### src/design/wscr_pkg.sv
// shared constants, types and codes for the window stack click-raise unit
package wscr_pkg;

    localparam int WINDOWS  = 16;
    localparam int IDX_W    = $clog2(WINDOWS);
    localparam int CNT_W    = $clog2(WINDOWS + 1);
    localparam int COORD_W  = 16;
    localparam int ID_W     = 16;
    localparam int DEPTH_W  = 4;
    localparam int MODE_W   = 2;
    localparam int STATUS_W = 2;
    localparam int RCMP_W   = 8;

    typedef enum logic [MODE_W-1:0] {
        MODE_LOAD  = 2'd0,
        MODE_CLICK = 2'd1,
        MODE_READ  = 2'd2,
        MODE_CLEAR = 2'd3
    } t_mode;

    typedef enum logic [STATUS_W-1:0] {
        STATUS_OK    = 2'd0,
        STATUS_FULL  = 2'd1,
        STATUS_RANGE = 2'd2
    } t_status;

    typedef logic [IDX_W-1:0] t_idx;

    typedef struct packed {
        logic [COORD_W-1:0] left;
        logic [COORD_W-1:0] top;
        logic [COORD_W-1:0] right;
        logic [COORD_W-1:0] bottom;
    } t_rect;

    typedef struct packed {
        logic            entry_we;
        logic            rank_we;
        t_idx            addr;
        t_rect           rect;
        logic [ID_W-1:0] id;
        t_idx            rank;
    } t_store_wr;

    typedef struct packed {
        logic in_rect;
        logic rank_lt;
        logic rank_eq;
    } t_cmp_res;

endpackage

### src/design/wscr_if.sv
// request and result channel interfaces
interface wscr_in_if;
    logic                         valid;
    logic                         ready;
    logic [wscr_pkg::MODE_W-1:0]  mode;
    logic [wscr_pkg::ID_W-1:0]    window_id;
    logic [wscr_pkg::COORD_W-1:0] left;
    logic [wscr_pkg::COORD_W-1:0] top;
    logic [wscr_pkg::COORD_W-1:0] right;
    logic [wscr_pkg::COORD_W-1:0] bottom;
    logic [wscr_pkg::COORD_W-1:0] point_x;
    logic [wscr_pkg::COORD_W-1:0] point_y;
    logic [wscr_pkg::DEPTH_W-1:0] depth_query;

    modport source (
        output valid, mode, window_id, left, top, right, bottom, point_x, point_y,
               depth_query,
        input  ready
    );
    modport sink (
        input  valid, mode, window_id, left, top, right, bottom, point_x, point_y,
               depth_query,
        output ready
    );
endinterface

interface wscr_out_if;
    logic                          valid;
    logic                          ready;
    logic                          hit;
    logic [wscr_pkg::ID_W-1:0]     result_id;
    logic [wscr_pkg::STATUS_W-1:0] status;

    modport source (output valid, hit, result_id, status, input ready);
    modport sink   (input valid, hit, result_id, status, output ready);
endinterface

### src/design/wscr_store.sv
// window table: rectangles, ids and ranks, one write port and one registered read port
module wscr_store (
    input  logic                          i_clk,
    input  wscr_pkg::t_store_wr           i_wr,
    input  wscr_pkg::t_idx                i_rd_addr,
    output wscr_pkg::t_rect               o_rd_rect,
    output logic [wscr_pkg::ID_W-1:0]     o_rd_id,
    output wscr_pkg::t_idx                o_rd_rank
);

    wscr_pkg::t_rect           r_rect [wscr_pkg::WINDOWS];
    logic [wscr_pkg::ID_W-1:0] r_id   [wscr_pkg::WINDOWS];
    wscr_pkg::t_idx            r_rank [wscr_pkg::WINDOWS];

    wscr_pkg::t_rect           r_rd_rect;
    logic [wscr_pkg::ID_W-1:0] r_rd_id;
    wscr_pkg::t_idx            r_rd_rank;

    always_ff @(posedge i_clk) begin
        if (i_wr.entry_we) begin
            r_rect[i_wr.addr] <= i_wr.rect;
            r_id[i_wr.addr]   <= i_wr.id;
            r_rank[i_wr.addr] <= i_wr.rank;
        end else if (i_wr.rank_we) begin
            r_rank[i_wr.addr] <= i_wr.rank;
        end
    end

    always_ff @(posedge i_clk) begin
        r_rd_rect <= r_rect[i_rd_addr];
        r_rd_id   <= r_id[i_rd_addr];
        r_rd_rank <= r_rank[i_rd_addr];
    end

    assign o_rd_rect = r_rd_rect;
    assign o_rd_id   = r_rd_id;
    assign o_rd_rank = r_rd_rank;

endmodule

### src/design/wscr_cmp.sv
// shared compare unit: point-in-rectangle test and rank compares for one entry
module wscr_cmp (
    input  logic [wscr_pkg::COORD_W-1:0] i_px,
    input  logic [wscr_pkg::COORD_W-1:0] i_py,
    input  wscr_pkg::t_rect              i_rect,
    input  wscr_pkg::t_idx               i_rank,
    input  wscr_pkg::t_idx               i_best_rank,
    input  logic [wscr_pkg::DEPTH_W-1:0] i_depth,
    output wscr_pkg::t_cmp_res           o_res
);

    always_comb begin
        // degenerate rectangles fail one of the bounds and never hit
        o_res.in_rect = (i_px >= i_rect.left) && (i_py >= i_rect.top) &&
                        (i_px <= i_rect.right) && (i_py <= i_rect.bottom);
        o_res.rank_lt = (i_rank < i_best_rank);
        o_res.rank_eq = (wscr_pkg::RCMP_W'(i_rank) == wscr_pkg::RCMP_W'(i_depth));
    end

endmodule

### src/design/window_stack_click_raise_unit.sv
// window stack click-raise unit: sequencer, request latch and result register
// load, clear, out-of-range read and click on an empty table go from idle straight to the
// done state; read and click first scan the table, and a click that hits adds a raise pass
// one request at a time; the table is scanned one entry per cycle through the shared
// compare unit, once to find the hit or read entry, then on a click hit to shift ranks
// synchronous active-low reset empties the table and clears the output valid
module window_stack_click_raise_unit (
    input  logic          i_clk,
    input  logic          i_rst_n,
    wscr_in_if.sink       i_in,
    wscr_out_if.source    o_out
);

    typedef enum logic [3:0] {
        ST_IDLE  = 4'b0001,
        ST_SCAN  = 4'b0010,
        ST_RAISE = 4'b0100,
        ST_DONE  = 4'b1000
    } t_state;

    t_state                           r_state, n_state;
    logic [wscr_pkg::CNT_W-1:0]       r_count, n_count;
    wscr_pkg::t_idx                   r_idx, n_idx;
    wscr_pkg::t_mode                  r_mode, n_mode;
    logic [wscr_pkg::COORD_W-1:0]     r_px, n_px;
    logic [wscr_pkg::COORD_W-1:0]     r_py, n_py;
    logic [wscr_pkg::DEPTH_W-1:0]     r_depth, n_depth;
    logic                             r_found, n_found;
    wscr_pkg::t_idx                   r_best, n_best;
    wscr_pkg::t_idx                   r_best_rank, n_best_rank;
    logic [wscr_pkg::ID_W-1:0]        r_best_id, n_best_id;
    logic                             r_hit, n_hit;
    logic [wscr_pkg::ID_W-1:0]        r_rid, n_rid;
    wscr_pkg::t_status                r_status, n_status;
    logic                             r_out_valid, n_out_valid;
    logic                             r_out_hit, n_out_hit;
    logic [wscr_pkg::ID_W-1:0]        r_out_rid, n_out_rid;
    wscr_pkg::t_status                r_out_status, n_out_status;

    wscr_pkg::t_store_wr              store_wr;
    wscr_pkg::t_rect                  rd_rect;
    logic [wscr_pkg::ID_W-1:0]        rd_id;
    wscr_pkg::t_idx                   rd_rank;
    wscr_pkg::t_cmp_res               cmp_res;
    logic                             last_entry;

    // the table read is registered, so the read address is the next index (n_idx) and the data belongs to r_idx
    wscr_store u_store (
        .i_clk     (i_clk),
        .i_wr      (store_wr),
        .i_rd_addr (n_idx),
        .o_rd_rect (rd_rect),
        .o_rd_id   (rd_id),
        .o_rd_rank (rd_rank)
    );

    wscr_cmp u_cmp (
        .i_px        (r_px),
        .i_py        (r_py),
        .i_rect      (rd_rect),
        .i_rank      (rd_rank),
        .i_best_rank (r_best_rank),
        .i_depth     (r_depth),
        .o_res       (cmp_res)
    );

    assign last_entry = ((wscr_pkg::CNT_W'(r_idx) + wscr_pkg::CNT_W'(1)) == r_count);

    assign i_in.ready      = (r_state == ST_IDLE);
    assign o_out.valid     = r_out_valid;
    assign o_out.hit       = r_out_hit;
    assign o_out.result_id = r_out_rid;
    assign o_out.status    = r_out_status;

    always_comb begin
        n_state      = r_state;
        n_count      = r_count;
        n_idx        = r_idx;
        n_mode       = r_mode;
        n_px         = r_px;
        n_py         = r_py;
        n_depth      = r_depth;
        n_found      = r_found;
        n_best       = r_best;
        n_best_rank  = r_best_rank;
        n_best_id    = r_best_id;
        n_hit        = r_hit;
        n_rid        = r_rid;
        n_status     = r_status;
        n_out_valid  = r_out_valid;
        n_out_hit    = r_out_hit;
        n_out_rid    = r_out_rid;
        n_out_status = r_out_status;

        store_wr.entry_we    = 1'b0;
        store_wr.rank_we     = 1'b0;
        store_wr.addr        = r_idx;
        store_wr.rect.left   = i_in.left;
        store_wr.rect.top    = i_in.top;
        store_wr.rect.right  = i_in.right;
        store_wr.rect.bottom = i_in.bottom;
        store_wr.id          = i_in.window_id;
        store_wr.rank        = '0;

        if (r_out_valid && o_out.ready) begin
            n_out_valid = 1'b0;
        end

        unique case (r_state)
            ST_IDLE: begin
                if (i_in.valid) begin
                    n_mode      = wscr_pkg::t_mode'(i_in.mode);
                    n_px        = i_in.point_x;
                    n_py        = i_in.point_y;
                    n_depth     = i_in.depth_query;
                    n_idx       = '0;
                    n_found     = 1'b0;
                    n_best      = '0;
                    n_best_rank = '0;
                    n_best_id   = '0;
                    n_hit       = 1'b0;
                    n_rid       = '0;
                    n_status    = wscr_pkg::STATUS_OK;
                    n_state     = ST_DONE;
                    unique case (wscr_pkg::t_mode'(i_in.mode))
                        wscr_pkg::MODE_LOAD: begin
                            if (r_count == wscr_pkg::CNT_W'(wscr_pkg::WINDOWS)) begin
                                n_status = wscr_pkg::STATUS_FULL;
                            end else begin
                                // new window goes to the bottom of the stack
                                store_wr.entry_we = 1'b1;
                                store_wr.addr     = r_count[wscr_pkg::IDX_W-1:0];
                                store_wr.rank     = r_count[wscr_pkg::IDX_W-1:0];
                                n_count           = r_count + wscr_pkg::CNT_W'(1);
                            end
                        end
                        wscr_pkg::MODE_CLICK: begin
                            if (r_count != '0) begin
                                n_state = ST_SCAN;
                            end
                        end
                        wscr_pkg::MODE_READ: begin
                            if (wscr_pkg::RCMP_W'(i_in.depth_query) <
                                wscr_pkg::RCMP_W'(r_count)) begin
                                n_state = ST_SCAN;
                            end else begin
                                n_status = wscr_pkg::STATUS_RANGE;
                            end
                        end
                        wscr_pkg::MODE_CLEAR: begin
                            n_count = '0;
                        end
                    endcase
                end
            end
            ST_SCAN: begin
                if (r_mode == wscr_pkg::MODE_CLICK) begin
                    // keep the topmost containing window seen so far
                    if (cmp_res.in_rect && (!r_found || cmp_res.rank_lt)) begin
                        n_found     = 1'b1;
                        n_best      = r_idx;
                        n_best_rank = rd_rank;
                        n_best_id   = rd_id;
                    end
                end else if (cmp_res.rank_eq) begin
                    n_found   = 1'b1;
                    n_best_id = rd_id;
                end
                n_idx = r_idx + wscr_pkg::IDX_W'(1);
                if (last_entry) begin
                    n_idx = '0;
                    if (r_mode == wscr_pkg::MODE_CLICK && n_found) begin
                        n_state = ST_RAISE;
                    end else begin
                        n_hit   = n_found;
                        n_rid   = n_found ? n_best_id : '0;
                        n_state = ST_DONE;
                    end
                end
            end
            ST_RAISE: begin
                // windows above the hit one move down a rank, the hit one goes on top
                if (r_idx == r_best) begin
                    store_wr.rank_we = 1'b1;
                    store_wr.rank    = '0;
                end else if (cmp_res.rank_lt) begin
                    store_wr.rank_we = 1'b1;
                    store_wr.rank    = rd_rank + wscr_pkg::IDX_W'(1);
                end
                n_idx = r_idx + wscr_pkg::IDX_W'(1);
                if (last_entry) begin
                    n_idx   = '0;
                    n_hit   = 1'b1;
                    n_rid   = r_best_id;
                    n_state = ST_DONE;
                end
            end
            ST_DONE: begin
                if (!r_out_valid || o_out.ready) begin
                    n_out_valid  = 1'b1;
                    n_out_hit    = r_hit;
                    n_out_rid    = r_rid;
                    n_out_status = r_status;
                    n_state      = ST_IDLE;
                end
            end
            default: begin
                n_state = ST_IDLE;
            end
        endcase
    end

    always_ff @(posedge i_clk) begin
        if (!i_rst_n) begin
            r_state     <= ST_IDLE;
            r_count     <= '0;
            r_idx       <= '0;
            r_out_valid <= 1'b0;
        end else begin
            r_state     <= n_state;
            r_count     <= n_count;
            r_idx       <= n_idx;
            r_out_valid <= n_out_valid;
        end
    end

    always_ff @(posedge i_clk) begin
        r_mode       <= n_mode;
        r_px         <= n_px;
        r_py         <= n_py;
        r_depth      <= n_depth;
        r_found      <= n_found;
        r_best       <= n_best;
        r_best_rank  <= n_best_rank;
        r_best_id    <= n_best_id;
        r_hit        <= n_hit;
        r_rid        <= n_rid;
        r_status     <= n_status;
        r_out_hit    <= n_out_hit;
        r_out_rid    <= n_out_rid;
        r_out_status <= n_out_status;
    end

endmodule
### src/flat_wrapper.sv
// flat-port wrapper written by rule: the top's interface ports become plain ports
module window_stack_click_raise_unit_flat 
  (i_clk, i_rst_n, i_in_valid, i_in_mode, i_in_window_id, i_in_left, i_in_top, i_in_right, i_in_bottom, i_in_point_x, i_in_point_y, i_in_depth_query, i_in_ready, o_out_valid, o_out_hit, o_out_result_id, o_out_status, o_out_ready);
  wscr_in_if i_in_i ();
  wscr_out_if o_out_i ();
  input  logic i_clk;
  input  logic i_rst_n;
  input wire logic [$bits(i_in_i.valid)-1:0] i_in_valid;
  input wire logic [$bits(i_in_i.mode)-1:0] i_in_mode;
  input wire logic [$bits(i_in_i.window_id)-1:0] i_in_window_id;
  input wire logic [$bits(i_in_i.left)-1:0] i_in_left;
  input wire logic [$bits(i_in_i.top)-1:0] i_in_top;
  input wire logic [$bits(i_in_i.right)-1:0] i_in_right;
  input wire logic [$bits(i_in_i.bottom)-1:0] i_in_bottom;
  input wire logic [$bits(i_in_i.point_x)-1:0] i_in_point_x;
  input wire logic [$bits(i_in_i.point_y)-1:0] i_in_point_y;
  input wire logic [$bits(i_in_i.depth_query)-1:0] i_in_depth_query;
  output wire logic [$bits(i_in_i.ready)-1:0] i_in_ready;
  output wire logic [$bits(o_out_i.valid)-1:0] o_out_valid;
  output wire logic [$bits(o_out_i.hit)-1:0] o_out_hit;
  output wire logic [$bits(o_out_i.result_id)-1:0] o_out_result_id;
  output wire logic [$bits(o_out_i.status)-1:0] o_out_status;
  input wire logic [$bits(o_out_i.ready)-1:0] o_out_ready;
  assign i_in_i.valid = i_in_valid;
  assign i_in_i.mode = i_in_mode;
  assign i_in_i.window_id = i_in_window_id;
  assign i_in_i.left = i_in_left;
  assign i_in_i.top = i_in_top;
  assign i_in_i.right = i_in_right;
  assign i_in_i.bottom = i_in_bottom;
  assign i_in_i.point_x = i_in_point_x;
  assign i_in_i.point_y = i_in_point_y;
  assign i_in_i.depth_query = i_in_depth_query;
  assign i_in_ready = i_in_i.ready;
  assign o_out_valid = o_out_i.valid;
  assign o_out_hit = o_out_i.hit;
  assign o_out_result_id = o_out_i.result_id;
  assign o_out_status = o_out_i.status;
  assign o_out_i.ready = o_out_ready;
  window_stack_click_raise_unit u_core (.i_clk(i_clk), .i_rst_n(i_rst_n), .i_in(i_in_i), .o_out(o_out_i));
endmodule
### config.mk
export PLATFORM = sky130hd
export DESIGN_NAME = window_stack_click_raise_unit_flat
export DESIGN_NICKNAME = d
export VERILOG_FILES = /design/src/design/wscr_pkg.sv /design/src/design/wscr_if.sv /design/src/design/wscr_store.sv /design/src/design/wscr_cmp.sv /design/src/design/window_stack_click_raise_unit.sv /design/src/flat_wrapper.sv
export SDC_FILE = /design/constraint.sdc
export NUM_CORES = 2
export LEC_CHECK = 0
export ABC_AREA = 1
export BUFFER_PORTS_ARGS = -buffer_cell sky130_fd_sc_hd__buf_2
export CAP_MARGIN = 0
export CORE_ASPECT_RATIO = 1.5
export CORE_MARGIN = 1.5
export CORE_UTILIZATION = 50
export DETAILED_ROUTE_END_ITERATION = 12
export PLACE_DENSITY = 0.67
export SYNTH_ARGS = -nofsm -noshare
export SYNTH_HDL_FRONTEND = slang
export SYNTH_HIERARCHICAL = 1
export SYNTH_SLANG_ARGS = --single-unit
### constraint.sdc
create_clock -name i_clk -period 11.45 [get_ports i_clk]
set_input_delay 1.145 -clock i_clk [delete_from_list [all_inputs] [get_ports i_clk]]
set_output_delay 1.145 -clock i_clk [all_outputs]
set_load 0.01 [all_outputs]
Yosys cells after proc, flatten, opt, wreduce, memory -nomap -nowiden
Memories as Yosys holds them, arrays and structs flattened. A register that Yosys moved wholly into a read port is not among the register bits.
Cells that the tools add are included.
{"block": "word_totals", "register_bits": 115, "ram_bits": 1344, "input_bits": 122, "output_inout_bits": 21, "word_cells": 145, "n_memories": 3}
{"memory": "u_core.u_store.r_rect", "words": 16, "width": 64, "read_ports": 1, "rd_ports_with_merged_regs": 1, "wr": 1, "line_no": "wscr_store.sv:11", "source": "wscr_pkg::t_rect r_rect [wscr_pkg::WINDOWS];"}
{"memory": "u_core.u_store.r_id", "words": 16, "width": 16, "read_ports": 1, "rd_ports_with_merged_regs": 1, "wr": 1, "line_no": "wscr_store.sv:12", "source": "logic [wscr_pkg::ID_W-1:0] r_id [wscr_pkg::WINDOWS];"}
{"memory": "u_core.u_store.r_rank", "words": 16, "width": 4, "read_ports": 1, "rd_ports_with_merged_regs": 1, "wr": 1, "line_no": "wscr_store.sv:13", "source": "wscr_pkg::t_idx r_rank [wscr_pkg::WINDOWS];"}
{"block": "classes", "add_sub_neg": 4, "order_cmp": 6, "eq_ne": 20, "mux": 70, "bitwise_logic": 1, "reduce_logical": 23}
{"operator": "$mux W16", "count": 8}
{"operator": "$mux W4", "count": 24}
{"operator": "$pmux W16 S3", "count": 1}
{"operator": "$pmux W4 S2", "count": 5}
{"operator": "$ge A16 B16 Y1", "count": 2}
{"operator": "$le A16 B16 Y1", "count": 2}
{"operator": "$pmux W16 S2", "count": 1}
{"operator": "$mux W1", "count": 24}
{"operator": "$pmux W4 S4", "count": 1}
{"operator": "$reduce_and A4 Y1", "count": 3}
{"operator": "$ne A2 B1 Y1 const B", "count": 5}
{"operator": "$pmux W5 S2", "count": 1}
{"operator": "$add A4 B1 Y4 const B", "count": 2}
{"operator": "$eq A4 B4 Y1", "count": 2}
{"operator": "$logic_and A1 B1 Y1", "count": 6}
{"operator": "$ne A2 B2 Y1 const B", "count": 3}
{"operator": "$reduce_and A2 Y1", "count": 3}
{"operator": "$add A4 B1 Y5 const B", "count": 1}
{"operator": "$add A5 B1 Y5 const B", "count": 1}
{"operator": "$eq A5 B5 Y1", "count": 1}
{"operator": "$eq A5 B5 Y1 const B", "count": 1}
{"operator": "$lt A4 B5 Y1", "count": 1}
{"operator": "$mux W5", "count": 1}
{"operator": "$reduce_and A5 Y1", "count": 1}
{"operator": "19 further kinds", "count": 24}

Depth between registers and ports, before layout
{"block": "logic_depth", "ltp_word": 12, "ltp_mapped": 21, "depth_no_buf": 21}

Cells and area by module
The synthesis kept the hierarchy.
{"mod": "wscr_store", "n_inst": 1, "cells_each": 5551, "area_each_um2": 59097.9, "seq_area_each_um2": 42040.3}
{"mod": "window_stack_click_raise_unit", "n_inst": 1, "cells_each": 404, "area_each_um2": 4919.7, "seq_area_each_um2": 3313.2}
{"mod": "wscr_cmp", "n_inst": 1, "cells_each": 298, "area_each_um2": 1833.0, "seq_area_each_um2": 0.0}

Worst setup path before layout
Ideal clock, no wire load.
{"block": "synth_path", "kind": "input port to flip-flop", "startpoint": "input i_in_valid", "endpoint": "memory u_core/u_store/r_id[14][0] (netlist name), enable pin", "setup_ns": 0.617, "arrival_time_ns": 8.020, "t_required_ns": 10.833, "slack_ns": 2.813, "stages": 10, "path_buffers": 0, "cell_sequence": "inv_1 nor2_8 inv_1 nor2_4 nand2_1 o21ai_0 inv_1 nor2_1 inv_1 nor3_1"}
{"element": "start, declared", "line_no": "flat_wrapper.sv:8", "source": "input wire logic [$bits(i_in_i.valid)-1:0] i_in_valid;"}
{"element": "end, declared", "line_no": "wscr_store.sv:12"}

Final worst setup path
{"block": "layout_path", "startpoint": "register u_core.r_idx[0]", "endpoint": "register, netlist name u_core/u_store/o_rd_rect[42]"}
{"block": "layout_via", "elab_chain_cells": 4, "word_cells_on_any_way": 6, "classes_between": "add/sub (2); eq/ne (1); mux (3)"}
{"element": "start, declared", "line_no": "window_stack_click_raise_unit.sv:23", "source": "wscr_pkg::t_idx r_idx, n_idx;"}
{"element": "start signal, assigned", "line_no": "window_stack_click_raise_unit.sv:222", "source": "r_idx <= n_idx;"}
{"element": "$add A4 B1 Y5", "line_no": "window_stack_click_raise_unit.sv:67", "source": "assign last_entry = ((wscr_pkg::CNT_W'(r_idx) + wscr_pkg::CNT_W'(1)) == r_count);"}
{"element": "$eq A5 B5 Y1", "line_no": "window_stack_click_raise_unit.sv:67"}
{"element": "$mux W4", "line_no": "window_stack_click_raise_unit.sv:170, window_stack_click_raise_unit.sv:191"}
{"element": "$pmux W4 S2 *", "line_no": "window_stack_click_raise_unit.sv:109", "source": "unique case (r_state)"}
{"element": "net u_core.n_idx[0]", "line_no": "window_stack_click_raise_unit.sv:23"}
Mark *: on every way through the listed nets, which the timed path passes. The rest lies on a longest branch.
A chain may end at the register's enable or synchronous reset.

==> summary.txt <==
hold_sp: u_core/r_rid[7]
design area: 72,800 um2
Startpoint Class: flip-flop
Period minus WS final: 5.10 ns
Crit-path slowest cell: buf_4
DR vias/cell: 5.30
sequential share of the synthesized area: 68.9%
CTS tree: built
CTS buffer count: 145
Clock Path Buffers: 3
Fin. Hold Viols: 0
number of synthesized flops with an enable pin: 1,445
Req. time, crit path: 12.11 ns
worst r2r path cells: 18
PwrDens: 157 nW/um2
Max Freq: 0.196 GHz
HPWL Detailed: 83,100 um
number of global-route vias before repair: 41,300
pin count of the biggest net entering global routing: 225
gr usage total: 24.3%
Cell Area, Synth: 65,900 um2
share of Yosys cell area claimed by the top area cell type: 65.9%
Bufs and invs on worst path: 4
post-CTS resize count: 0
CP delay by family, top: buffers and inverters
P_int: 9.09 mW
Die W: 299 um
die span in y: 447 um
Max IR drop VDD: 0.000172 V
Synthesized Nets: 6,453
Mapped Avg Cell Area: 10.5 um2
# clock sinks: 1,543
setup TNS: 0 ns
Reg power frac: 54.9%
global route overflow: 0
Seq cells post-synth: 1,543
Initial Util: 50.5%
fin crit share: 44.5%
outcome: finished, final reports clean
Layout area overhead: 10.5%
Worst R2R Setup Slack: 6.35 ns
Finish-stage setup viols: 0
clock power share: 42.1%
reg-to-reg critical path endpoint: u_core/u_store/o_rd_rect[42]
leading area contributor after synthesis: edfxtp_1
Cell variety after synth: 45
first-pass detailed-route iteration total: 6
leak pwr: 30.7 nW
Logic pwr share: 2.9%
CP Data Arrival Time: 5.75 ns
Async S/R FF share, synth: 0%
Hold Path Class: reg -> reg
worst relative slew slack: 9.65%
ys flop type: edfxtp_1
hold_buf cts: 0
# nets final: 6,509
Hold Path Sink: u_core/o_out.result_id[7]
Ports: 143
switching power total: 2.35 mW
CTS H-tree depth: 4
most common cell in the netlist: nand2_1
first-pass GRT wire length: 244,000 um
RD Place Congestion: 0.864
Max Cap Viol: 0
full die area: 134,000 um2
antenna violations before repair: 31
Area after DPL: 68,000 um2
utilization after layout: 55.8%
top cells by count, synth: nand2_1, edfxtp_1, inv_1
core area: 130,000 um2
Clock Tree Root: clkbuf_16
Synth Warn #: 6
critical path fanouts, max: 224
worst path cell trace: ha_1 > inv_1 > nand2_4 > nand2_2 > nand2_1 > nand2_1 > nor2_4 > nand3b_4 > nand3_1 > nand2_4 > inv_8 > buf_12 > buf_4 > nand2_1 > nand3_1 > nand3_1 > nand3_1 > nand2_1
cell row count: 162
hold path cells: 0
initial DRC count: 4,358
Post-route DRC: 0
Setup Crit Path Kind: reg -> reg
share of layout cells above drive strength 1: 7.29%
Clock Latency Late Sink: 0.78 ns
Largest stage delay, worst path: 0.95 ns
Reg-to-Reg Start: u_core/r_idx[0]
Syn Inst Count: 6,253
Tot Pwr: 11.4 mW
WL final: 163,000 um
Worst-Margin Slew: 1.36 ns
Setup Buffers After CTS: 0
CP Capture Type: flip-flop
total number of vias: 43,300
clock skew: 0.0355 ns
Detail Route Antenna Nets: 0
Net Sw Frac: 20.5%
Max Slew Vio Count: 0
Reg clk slew, reported paths: 0.06 ns
RSZ-0062 raised after global routing: false
synth top area cells: edfxtp_1, nand2_1, nand3_1, inv_1, dfxtp_1
drt wl/cell: 19.9 um
IO buf count: 142
state kept, by name, summed over array words and instances (netlist names), 5 cells and up:
name / flops
u_core/r_py: 16
u_core/u_store/r_id: 256
u_core/r_count: 5
u_core/r_best_id: 16
u_core/u_store/r_rect: 1024
u_core/r_rid: 16
u_core/u_store/o_rd_rect: 64
u_core/u_store/r_rank: 64
u_core/o_out.result_id: 16
u_core/r_px: 16
u_core/u_store/o_rd_id: 16
power by group through the flow:
stage / Combinational, mW / Clock (mW) / Sequential (mW)
2_1_floorplan: 0.185 / 0 / 6.38
3_3_place_gp: 0.324 / 0 / 6.40
3_5_place_dp: 0.337 / 0 / 6.40
4_1_cts: 0.339 / 4.90 / 6.28
5_1_grt: 0.380 / 5.10 / 6.28
6_report: 0.336 / 4.82 / 6.28
placed cells by master, fill, tap and decap left out, drive strengths merged, types with 3 or more instances in the layout:
cell / count
nand3: 1040
nor2: 90
clkinvlp: 4
dfxtp: 98
clkbuf: 208
o21bai: 4
diode: 13
inv: 1154
nand4: 11
nor3: 16
buf: 198
clkinv: 45
a21oi: 41
bufinv: 12
edfxtp: 1445
o21ai: 29
nand2: 1918
xor2: 3
ha: 78
mux2i: 15
xnor2: 7
routing by layer:
layer	up-vias	routed length (um)	track usage [%]	part of all wire (%)
met2	1793	80900	42.1	50
met5	-	107	0	0.066
met1	20800	62600	30.2	38
met4	18	6360	10.6	3.9
li1	20300	-	-	-
met3	352	12700	3.57	7.8
stage by stage:
step / hold WS [ns] / setup slack [ns] / std cells
6_report: 0.417 / 6.35 / 8168
2_1_floorplan: 0.400 / 2.81 / 6253
5_1_grt: 0.422 / 6.09 / 8164
4_1_cts: 0.418 / 6.43 / 8155
3_3_place_gp: 0.404 / 5.85 / 7884
3_5_place_dp: 0.405 / 5.77 / 7884
logic make-up after synthesis:
| kind of cell | share of synthesized area (%) |
|---|---|
| adders and majority gates | 1.48 |
| and+or+nand+nor | 19.9 |
| DFF | 68.9 |
| muxes | 0.228 |
| buffers and inverters | 8.71 |
| AOI/OAI and AO/OA | 0.707 |
| xor gates and xnor gates | 0.133 |
final cells by class:
class / instances / area (um2)
clock buffer: 208 / 4060
tap: 1722 / 2150
multi-input combinational: 3269 / 14900
clock inverter: 63 / 701
fill: 10700 / 57600
sequential: 1543 / 45400
inverter: 1152 / 4350
timing repair buffer: 198 / 1210
antenna: 13 / 32.5
how the worst max path moves through the flow:
stage               cells past startpoint  slack (ns)             from                       endpoint
floorplan                              10        2.81       i_in_valid     u_core/u_store/r_id[14][0]
global placement                        9        5.85       i_in_valid  u_core/u_store/r_rect[12][19]
detailed placement                      9        5.77       i_in_valid  u_core/u_store/r_rect[12][18]
CTS                                    18        6.43  u_core/r_idx[0]   u_core/u_store/o_rd_rect[45]
global route                           19        6.09  u_core/r_idx[0]   u_core/u_store/o_rd_rect[34]
finish                                 18        6.35  u_core/r_idx[0]   u_core/u_store/o_rd_rect[42]
(Power assumes the default switching activity.)
